$ cat src/hpbf_pkg.sv
`timescale 1ns / 1ps
// ----------------------------------------------------------------------------
// hpbf_pkg
// Shared types, constants and the extended Hamming(8,4) code for the packet
// bit framer.
// ----------------------------------------------------------------------------
package hpbf_pkg;

   // Command codes carried in req_tuser
   localparam logic CMD_START = 1'b0;
   localparam logic CMD_DATA  = 1'b1;

   // Preamble sent ahead of the length byte: AA AA AA AA CC CC
   localparam logic [47:0] PREAMBLE = 48'hAAAA_AAAA_CCCC;

   // Line bits per job
   localparam int unsigned BIT_CNT_W  = 6;
   localparam int unsigned SHIFT_W    = 56;
   localparam logic [BIT_CNT_W-1:0] START_BITS = 6'd56;
   localparam logic [BIT_CNT_W-1:0] DATA_BITS  = 6'd16;

   // Queue depth between front and back
   localparam int unsigned QUEUE_DEPTH = 2;
   localparam int unsigned QUEUE_PTR_W = 1;
   localparam int unsigned QUEUE_CNT_W = 2;

   // One classified job: a start (length byte in the upper half) or a coded
   // data byte (two codewords, high nibble first)
   typedef struct packed {
      logic        is_start;
      logic [15:0] payload;
      logic        ends;
   } job_type;

   // Extended Hamming(8,4) codeword of a nibble
   function automatic logic [7:0] hamming_code(input logic [3:0] nibble);
      logic [7:0] code;
      case (nibble)
         4'h0:    code = 8'h00;
         4'h1:    code = 8'hD2;
         4'h2:    code = 8'h55;
         4'h3:    code = 8'h87;
         4'h4:    code = 8'h99;
         4'h5:    code = 8'h4B;
         4'h6:    code = 8'hCC;
         4'h7:    code = 8'h1E;
         4'h8:    code = 8'hE1;
         4'h9:    code = 8'h33;
         4'hA:    code = 8'hB4;
         4'hB:    code = 8'h66;
         4'hC:    code = 8'h78;
         4'hD:    code = 8'hAA;
         4'hE:    code = 8'h2D;
         default: code = 8'hFF;
      endcase
      return code;
   endfunction

endpackage

$ cat src/hpbf_front.sv
`timescale 1ns / 1ps
// ----------------------------------------------------------------------------
// hpbf_front
// Accepts input transfers, tracks the open packet and the bytes still due,
// and turns each item into a job for the serializer or drops it.
// ----------------------------------------------------------------------------
module hpbf_front
   import hpbf_pkg::*;
(
   input  logic        clock,
   input  logic        reset,
   input  logic        req_tvalid,
   output logic        req_tready,
   input  logic [15:0] req_tdata,   // [7:0] data_byte, [15:8] packet_length
   input  logic        req_tuser,   // [0] cmd
   input  logic        q_full,
   output logic        q_push,
   output job_type     q_job
);

   logic       open_ff, open_in;
   logic [7:0] left_ff, left_in;
   logic       accept;
   logic [7:0] data_byte;
   logic [7:0] packet_length;
   logic [7:0] left_dec;

   assign data_byte     = req_tdata[7:0];
   assign packet_length = req_tdata[15:8];
   assign req_tready    = !q_full;
   assign accept        = req_tvalid && req_tready;
   assign left_dec      = left_ff - 8'd1;

   // Classify the item and update packet state
   always_comb begin
      open_in = open_ff;
      left_in = left_ff;
      q_push  = 1'b0;
      q_job   = '0;
      if (accept) begin
         if (req_tuser == CMD_START) begin
            q_push           = 1'b1;
            q_job.is_start   = 1'b1;
            q_job.payload    = {packet_length, 8'h00};
            q_job.ends       = (packet_length == 8'd0);
            left_in          = packet_length;
            open_in          = (packet_length != 8'd0);
         end else if (open_ff) begin
            q_push           = 1'b1;
            q_job.is_start   = 1'b0;
            q_job.payload    = {hamming_code(data_byte[7:4]), hamming_code(data_byte[3:0])};
            q_job.ends       = (left_dec == 8'd0);
            left_in          = left_dec;
            open_in          = (left_dec != 8'd0);
         end
      end
   end

   always_ff @(posedge clock) begin
      if (reset) begin
         open_ff <= 1'b0;
         left_ff <= 8'd0;
      end else begin
         open_ff <= open_in;
         left_ff <= left_in;
      end
   end

endmodule

$ cat src/hpbf_queue.sv
`timescale 1ns / 1ps
// ----------------------------------------------------------------------------
// hpbf_queue
// Two-entry job queue between the classifier and the serializer.
// ----------------------------------------------------------------------------
module hpbf_queue
   import hpbf_pkg::*;
(
   input  logic    clock,
   input  logic    reset,
   input  logic    push,
   input  job_type push_job,
   output logic    full,
   input  logic    pop,
   output logic    valid,
   output job_type head_job
);

   job_type                entry_ff [QUEUE_DEPTH];
   logic [QUEUE_PTR_W-1:0] wr_ptr_ff, wr_ptr_in;
   logic [QUEUE_PTR_W-1:0] rd_ptr_ff, rd_ptr_in;
   logic [QUEUE_CNT_W-1:0] count_ff, count_in;

   assign full     = (count_ff == QUEUE_CNT_W'(QUEUE_DEPTH));
   assign valid    = (count_ff != '0);
   assign head_job = entry_ff[rd_ptr_ff];

   // Advance pointers and occupancy
   always_comb begin
      wr_ptr_in = push ? wr_ptr_ff + 1'b1 : wr_ptr_ff;
      rd_ptr_in = pop  ? rd_ptr_ff + 1'b1 : rd_ptr_ff;
      count_in  = count_ff;
      if (push && !pop) begin
         count_in = count_ff + 1'b1;
      end else if (pop && !push) begin
         count_in = count_ff - 1'b1;
      end
   end

   always_ff @(posedge clock) begin
      if (reset) begin
         wr_ptr_ff <= '0;
         rd_ptr_ff <= '0;
         count_ff  <= '0;
      end else begin
         wr_ptr_ff <= wr_ptr_in;
         rd_ptr_ff <= rd_ptr_in;
         count_ff  <= count_in;
      end
   end

   // Store pushed jobs
   always_ff @(posedge clock) begin
      if (push) begin
         entry_ff[wr_ptr_ff] <= push_job;
      end
   end

endmodule

$ cat src/hpbf_back.sv
`timescale 1ns / 1ps
// ----------------------------------------------------------------------------
// hpbf_back
// Serializer: loads one job into a shift register and sends one line bit
// per cycle while rsp_tready allows, through a registered output stage.
// ----------------------------------------------------------------------------
module hpbf_back
   import hpbf_pkg::*;
(
   input  logic       clock,
   input  logic       reset,
   input  logic       q_valid,
   input  job_type    q_job,
   output logic       q_pop,
   output logic       rsp_tvalid,
   input  logic       rsp_tready,
   output logic [7:0] rsp_tdata,   // [0] line_bit, [7:1] zero
   output logic       rsp_tlast,   // last_of_run
   output logic       rsp_tuser    // [0] packet_end
);

   logic [SHIFT_W-1:0]   shift_ff, shift_in;
   logic [BIT_CNT_W-1:0] bits_ff, bits_in;
   logic                 ends_ff, ends_in;
   logic                 valid_ff, valid_in;
   logic                 bit_ff, bit_in;
   logic                 last_ff, last_in;
   logic                 end_ff, end_in;
   logic                 advance;
   logic                 load;

   assign advance = !valid_ff || rsp_tready;
   assign load    = (bits_ff == '0) || (advance && (bits_ff == BIT_CNT_W'(1)));
   assign q_pop   = load && q_valid;

   // Shift out the current job and load the next one
   always_comb begin
      shift_in = shift_ff;
      bits_in  = bits_ff;
      ends_in  = ends_ff;
      valid_in = valid_ff;
      bit_in   = bit_ff;
      last_in  = last_ff;
      end_in   = end_ff;
      if (advance) begin
         if (bits_ff != '0) begin
            valid_in = 1'b1;
            bit_in   = shift_ff[SHIFT_W-1];
            last_in  = (bits_ff == BIT_CNT_W'(1));
            end_in   = (bits_ff == BIT_CNT_W'(1)) && ends_ff;
            shift_in = {shift_ff[SHIFT_W-2:0], 1'b0};
            bits_in  = bits_ff - BIT_CNT_W'(1);
         end else begin
            valid_in = 1'b0;
         end
      end
      if (q_pop) begin
         ends_in = q_job.ends;
         if (q_job.is_start) begin
            shift_in = {PREAMBLE, q_job.payload[15:8]};
            bits_in  = START_BITS;
         end else begin
            shift_in = {q_job.payload, {(SHIFT_W-16){1'b0}}};
            bits_in  = DATA_BITS;
         end
      end
   end

   always_ff @(posedge clock) begin
      if (reset) begin
         bits_ff  <= '0;
         valid_ff <= 1'b0;
      end else begin
         bits_ff  <= bits_in;
         valid_ff <= valid_in;
      end
      shift_ff <= shift_in;
      ends_ff  <= ends_in;
      bit_ff   <= bit_in;
      last_ff  <= last_in;
      end_ff   <= end_in;
   end

   assign rsp_tvalid = valid_ff;
   assign rsp_tdata  = {7'd0, bit_ff};
   assign rsp_tlast  = last_ff;
   assign rsp_tuser  = end_ff;

`ifndef SYNTHESIS
   a_end_on_last: assert property (@(posedge clock) disable iff (reset)
      (rsp_tvalid && rsp_tuser) |-> rsp_tlast)
      else $error("packet end without run end");

   a_bits_range: assert property (@(posedge clock) disable iff (reset)
      bits_ff <= START_BITS)
      else $error("bit count out of range");

   a_load_count: assert property (@(posedge clock) disable iff (reset)
      q_pop |=> (bits_ff == START_BITS || bits_ff == DATA_BITS))
      else $error("bad bit count after job load");

   a_no_pop_busy: assert property (@(posedge clock) disable iff (reset)
      (bits_ff > BIT_CNT_W'(1)) |-> !q_pop)
      else $error("job popped while serializer busy");
`endif

endmodule

$ cat src/hamming_packet_bit_framer_unit.sv
`timescale 1ns / 1ps
// ----------------------------------------------------------------------------
// hamming_packet_bit_framer_unit
// Frames packets into a serial line bit stream with extended Hamming(8,4)
// coding of the payload.
// ----------------------------------------------------------------------------
// Usage:
//  - req channel: tuser = cmd (0 start, 1 data), tdata = {packet_length,
//    data_byte}. A start transfer yields 56 line bits (preamble AA AA AA AA
//    CC CC, then the length byte); a data byte of an open packet yields 16
//    bits (codeword of the high nibble, then of the low nibble). Data with
//    no open packet is dropped with no output.
//  - rsp channel: one line bit per transfer in tdata[0]; tlast marks the
//    final bit of each input item, tuser marks the final bit of the packet.
//  - Path: the first line bit passes the queue, the shift register and the
//    output register when the serializer is idle.
//  - Throughput: one line bit per cycle while rsp_tready is high; this is
//    set by the single-bit output serializer. A two-entry job queue lets
//    new items be taken while a job is shifting.
//  - Reset closes any open packet, empties the queue and drops pending bits.
//  - A stalled rsp_tready holds the current bit; the queue then fills and
//    req_tready falls until a slot frees.
// ----------------------------------------------------------------------------
module hamming_packet_bit_framer_unit
   import hpbf_pkg::*;
(
   input  logic        clock,
   input  logic        reset,
   input  logic        req_tvalid,
   output logic        req_tready,
   input  logic [15:0] req_tdata,   // [7:0] data_byte, [15:8] packet_length
   input  logic        req_tuser,   // [0] cmd
   output logic        rsp_tvalid,
   input  logic        rsp_tready,
   output logic [7:0]  rsp_tdata,   // [0] line_bit, [7:1] zero
   output logic        rsp_tlast,   // last_of_run
   output logic        rsp_tuser    // [0] packet_end
);

   logic    q_full;
   logic    q_push;
   job_type q_push_job;
   logic    q_pop;
   logic    q_valid;
   job_type q_head_job;

   // Classify incoming transfers
   hpbf_front u_front (
      .clock      (clock),
      .reset      (reset),
      .req_tvalid (req_tvalid),
      .req_tready (req_tready),
      .req_tdata  (req_tdata),
      .req_tuser  (req_tuser),
      .q_full     (q_full),
      .q_push     (q_push),
      .q_job      (q_push_job)
   );

   // Decouple classifier and serializer
   hpbf_queue u_queue (
      .clock    (clock),
      .reset    (reset),
      .push     (q_push),
      .push_job (q_push_job),
      .full     (q_full),
      .pop      (q_pop),
      .valid    (q_valid),
      .head_job (q_head_job)
   );

   // Serialize jobs onto the line
   hpbf_back u_back (
      .clock      (clock),
      .reset      (reset),
      .q_valid    (q_valid),
      .q_job      (q_head_job),
      .q_pop      (q_pop),
      .rsp_tvalid (rsp_tvalid),
      .rsp_tready (rsp_tready),
      .rsp_tdata  (rsp_tdata),
      .rsp_tlast  (rsp_tlast),
      .rsp_tuser  (rsp_tuser)
   );

endmodule
$ cat config.mk
export PLATFORM = sky130hd
export DESIGN_NAME = hamming_packet_bit_framer_unit
export DESIGN_NICKNAME = d
export VERILOG_FILES = /design/src/hpbf_pkg.sv /design/src/hpbf_front.sv /design/src/hpbf_queue.sv /design/src/hpbf_back.sv /design/src/hamming_packet_bit_framer_unit.sv
export SDC_FILE = /design/constraint.sdc
export NUM_CORES = 1
export LEC_CHECK = 0
export ABC_AREA = 0
export CAP_MARGIN = 20
export CORE_ASPECT_RATIO = 0.5
export CORE_MARGIN = 2
export CORE_UTILIZATION = 50
export CTS_CLUSTER_SIZE = 12
export DETAILED_ROUTE_END_ITERATION = 10
export DONT_BUFFER_PORTS = 1
export GPL_ROUTABILITY_DRIVEN = 0
export PLACE_DENSITY = 0.68
export SLEW_MARGIN = 20
export SYNTH_ARGS = -nofsm -noshare
export SYNTH_HDL_FRONTEND = slang
export SYNTH_HIERARCHICAL = 1
export SYNTH_SLANG_ARGS = --single-unit
$ cat constraint.sdc
create_clock -name clock -period 7.9 [get_ports clock]
set_input_delay 0.79 -clock clock [delete_from_list [all_inputs] [get_ports clock]]
set_output_delay 0.79 -clock clock [all_outputs]
set_load 0.01 [all_outputs]
==> summary.txt <==
CTS
  • Clock sink count: 117
  • Root Buffer: clkbuf_16
  • Hold-fix buffers at CTS: 0
  • Clock transition at path regs: 60 ps
  • Post-cts sizing count: 0
  • Num CTS Buffers: 17
  • Max Root-Sink Buffers: 2
  • CTS tree: built
  • Post-CTS setup buffer count: 0
  • Clock latency on the worst-skew pair: 410 ps
  • H-tree depth reported by CTS: 4

Synthesis
  • Synth top area share: 53.44%
  • Synth Area in Simple Gates: 17.70%
  • EDFF count, synth: 96
  • Syn. warnings: 6
  • Post-synthesis register bit count: 117
  • Post-Syn Instances: 468
  • Post-synthesis sequential area ratio: 61.24%
  • Top FF cell, synth: edfxtp_1
  • Post-synthesis mux area share: 4.199%
  • Syn Area/Cell: 11.53 um2
  • Xor and xnor fraction of the mapped netlist area: 2.598%
  • Synth Area in Adders: 1.392%
  • Yosys cell types: 63
  • Largest family of logic cells by synthesized area: simple AND/OR/NAND/NOR gates
  • Post-synthesis compound-gate area fraction: 8.096%
  • Leading area contributor after synthesis: edfxtp_1
  • Synth area leaders: edfxtp_1, dfxtp_1, nand2_1
  • Post-synthesis async set-or-reset flop share: 0%
  • Mapped Area: 0.005394 mm2

STA
  • Max Slew Vio Count: 0
  • Min Clock Period, post-route: 2924 ps
  • Setup_tns: 0 ps
  • Least-Margin Pin Slew: 851.6 ps
  • Clk_skew: 6.628 ps
  • RSZ-0062 raised after global routing: no
  • Final Hold Viols: 0
  • Final setup vio count: 0
  • Max Clock Freq: 342.0 MHz
  • Fin crit share: 37.01%
  • Slew headroom: 43.22%

Detailed routing
  • DR vias/cell: 5.339
  • Final WL: 9283 um
  • Routed len/inst: 15.00 um
  • First DRT Iteration DRCs: 255
  • Drt pass-1 iters: 5
  • Via count: 3,305
  • Post-DRT Antenna Nets: 0
  • # DRC: 0

Floorplanning
  • Die W: 150.9 um
  • Core Region: 0.01034 mm2
  • Row cnt: 26
  • DIE AREA: 0.01169 mm2
  • # IOs: 33
  • Die Ht: 77.45 um
  • Starting Density: 52.14%

Place
  • IO Port Bufs: 0
  • DP Area: 0.005406 mm2
  • Post-DP HPWL: 5851 um
  • Placed insts: 587

Power and ir drop
  • Leakage: 2.273 nW
  • Internal Pwr Total: 1.697 mW
  • Clock power share: 28.3%
  • Sw Pwr: 0.8026 mW
  • Total power draw: 2.499 mW
  • Net Sw Frac: 32.11%
  • Worst IR Drop VDD: 0.2364 mV
  • Comb pwr share: 27.1%
  • Pwr/cell area: 419.0 mW/mm2
  • Flop pwr share: 44.5%

Finish
  • Layout area overhead: 10.58%
  • Proportion of layout cells with a drive suffix above 1: 13.57%
  • N_diodes: 0
  • Final non-filler cell total: 619
  • Final instance area: 0.005964 mm2
  • Nets: 493

Setup path
  • Critical Path Start Type: flip-flop
  • CP cell instances: inv_1 > ha_1 > a21oi_1 > or2_4 > clkinv_2 > inv_1 > ha_1 > or3_1 > a21oi_1
  • Required @ worst endpoint: 8240 ps
  • FF-to-FF path depth: 9
  • Max stage delay on crit path: 510 ps
  • Setup crit end kind: flip-flop
  • CP arrival: 3260 ps
  • Slowest cell on crit path: clkinv_2
  • Max FO, Critical Path: 56
  • Critical path class: reg -> reg
  • Worst R2R Setup Slack: 4980 ps

Global routing
  • Grt ovf: 0
  • Total track usage: 17.28%
  • Number of global-route vias before repair: 3,112
  • Largest net degree at the start of global routing: 59
  • First-pass GRT wire length: 15,280 um
  • Initial antenna violation count: 0

Hold path
  • Worst hold stages: 0
  • Tightest Hold Check Type: reg -> reg

Run status
  • Status: finished clean

Run
  • Max-Cap Viols: 0
-- registers in the layout, summed over array words and instances (netlist names), named ones only --
name               flops
u_back/ends_ff         1
u_queue/wr_ptr_ff      1
u_queue/entry_ff      36
u_back/shift_ff       56
u_back/bits_ff         6
u_back/bit_ff          1
u_front/open_ff        1
u_back/rsp_tlast       1
u_front/left_ff        8
u_queue/rd_ptr_ff      1
u_back/rsp_tvalid      1
u_queue/count_ff       2
u_back/rsp_tuser       1
-- per-stage QoR --
stage | worst slack (ps) | hold WS, ps | util [%]
6_report | 4976 | 440.8 | 57.66
5_1_grt | 4653 | 422.7 | 57.66
4_1_cts | 4946 | 420.8 | 57.66
3_5_place_dp | 4660 | 426.2 | 52.26
3_3_place_gp | 4715 | 403.7 | 52.26
2_1_floorplan | 5179 | 400.3 | -
-- final timing paths --
path	from	endpoint
worst max-delay path	u_back/bits_ff[0]	u_queue/count_ff[1]
worst min-delay path	u_back/shift_ff[55]	u_back/bit_ff
worst max register to register	u_back/bits_ff[0]	u_queue/count_ff[1]
worst min register to register	u_back/shift_ff[55]	u_back/bit_ff
-- final cells by class --
type                    count  area [um2]
clock buffers              17       425.4
clock inverters            15       132.6
fillers                   855        4380
inverters                  14       53.80
multi-input cells         314        1859
flip-flops and latches    117        3303
well taps                 140       175.2
repair buffers              2       15.01
-- cell usage after synthesis, types with 2 or more instances --
master and instances:
edfxtp_1 96, nand2_1 89, nor2_1 26, o21ai_0 24, and2_1 22, dfxtp_1 21
mux2_2 18, a21oi_1 14, xnor2_1 12, inv_1 11, nand3_1 11, buf_4 8
nand3b_1 8, buf_2 7, buf_6 7, nor2b_1 7, clkbuf_1 6, ha_1 6
nand2b_1 5, nor3_1 5, or3_1 5, a211oi_1 4, o21ai_1 4, xor2_1 4
nor4_1 3, a22o_1 2, a22oi_1 2, and3_1 2, o31a_1 2, o31ai_1 2
or2_2 2, or4_1 2
-- kinds of logic after synthesis --
kind of cell	count (synthesis)
AND/OR/NAND/NOR	196
multiplexers	20
adder cells (fa/ha/maj)	6
other	1
AO/OA/AOI/OAI	69
buffers and inverters	43
XOR/XNOR	16
flip-flops	117
-- per-layer routing --
layer / global-route usage (%) / share of wire, % / wire length [um]
met1: 25.94 / 52 / 4873
met3: 5.412 / 5.0 / 461
met2: 22.68 / 41 / 3826
met4: 7.757 / 1.3 / 122
met5: 0 / 0 / 0
-- cell usage in the layout (no fill, tap or decap), drive strengths merged, types with 14 or more instances in the layout --
cell | netlist | final
a21oi | 14 | 14
and2 | 22 | 22
clkbuf | 6 | 17
dfxtp | 21 | 21
edfxtp | 96 | 96
inv | 12 | 14
mux2 | 18 | 18
nand2 | 90 | 90
nor2 | 26 | 26
o21ai | 29 | 29
-- power by group through the flow --
stage	Sequential [mW]	Clock, mW	Combinational (mW)
after floorplan	1.08	0	0.595
after global placement	1.12	0	0.665
after detailed placement	1.12	0	0.679
after CTS	1.11	0.724	0.682
after global routing	1.14	0.751	0.768
final	1.11	0.708	0.678
-- critical path: cells and delay by family, from the launching register on --
| kind | cells | cell delay (ps) |
|---|---|---|
| flip-flops | 1 | 390 |
| AO/OA/AOI/OAI | 2 | 300 |
| buffers and inverters | 3 | 770 |
| AND/OR/NAND/NOR | 2 | 850 |
| adder cells (fa/ha/maj) | 2 | 520 |
No activity file was read; power rests on OpenSTA's default activity.
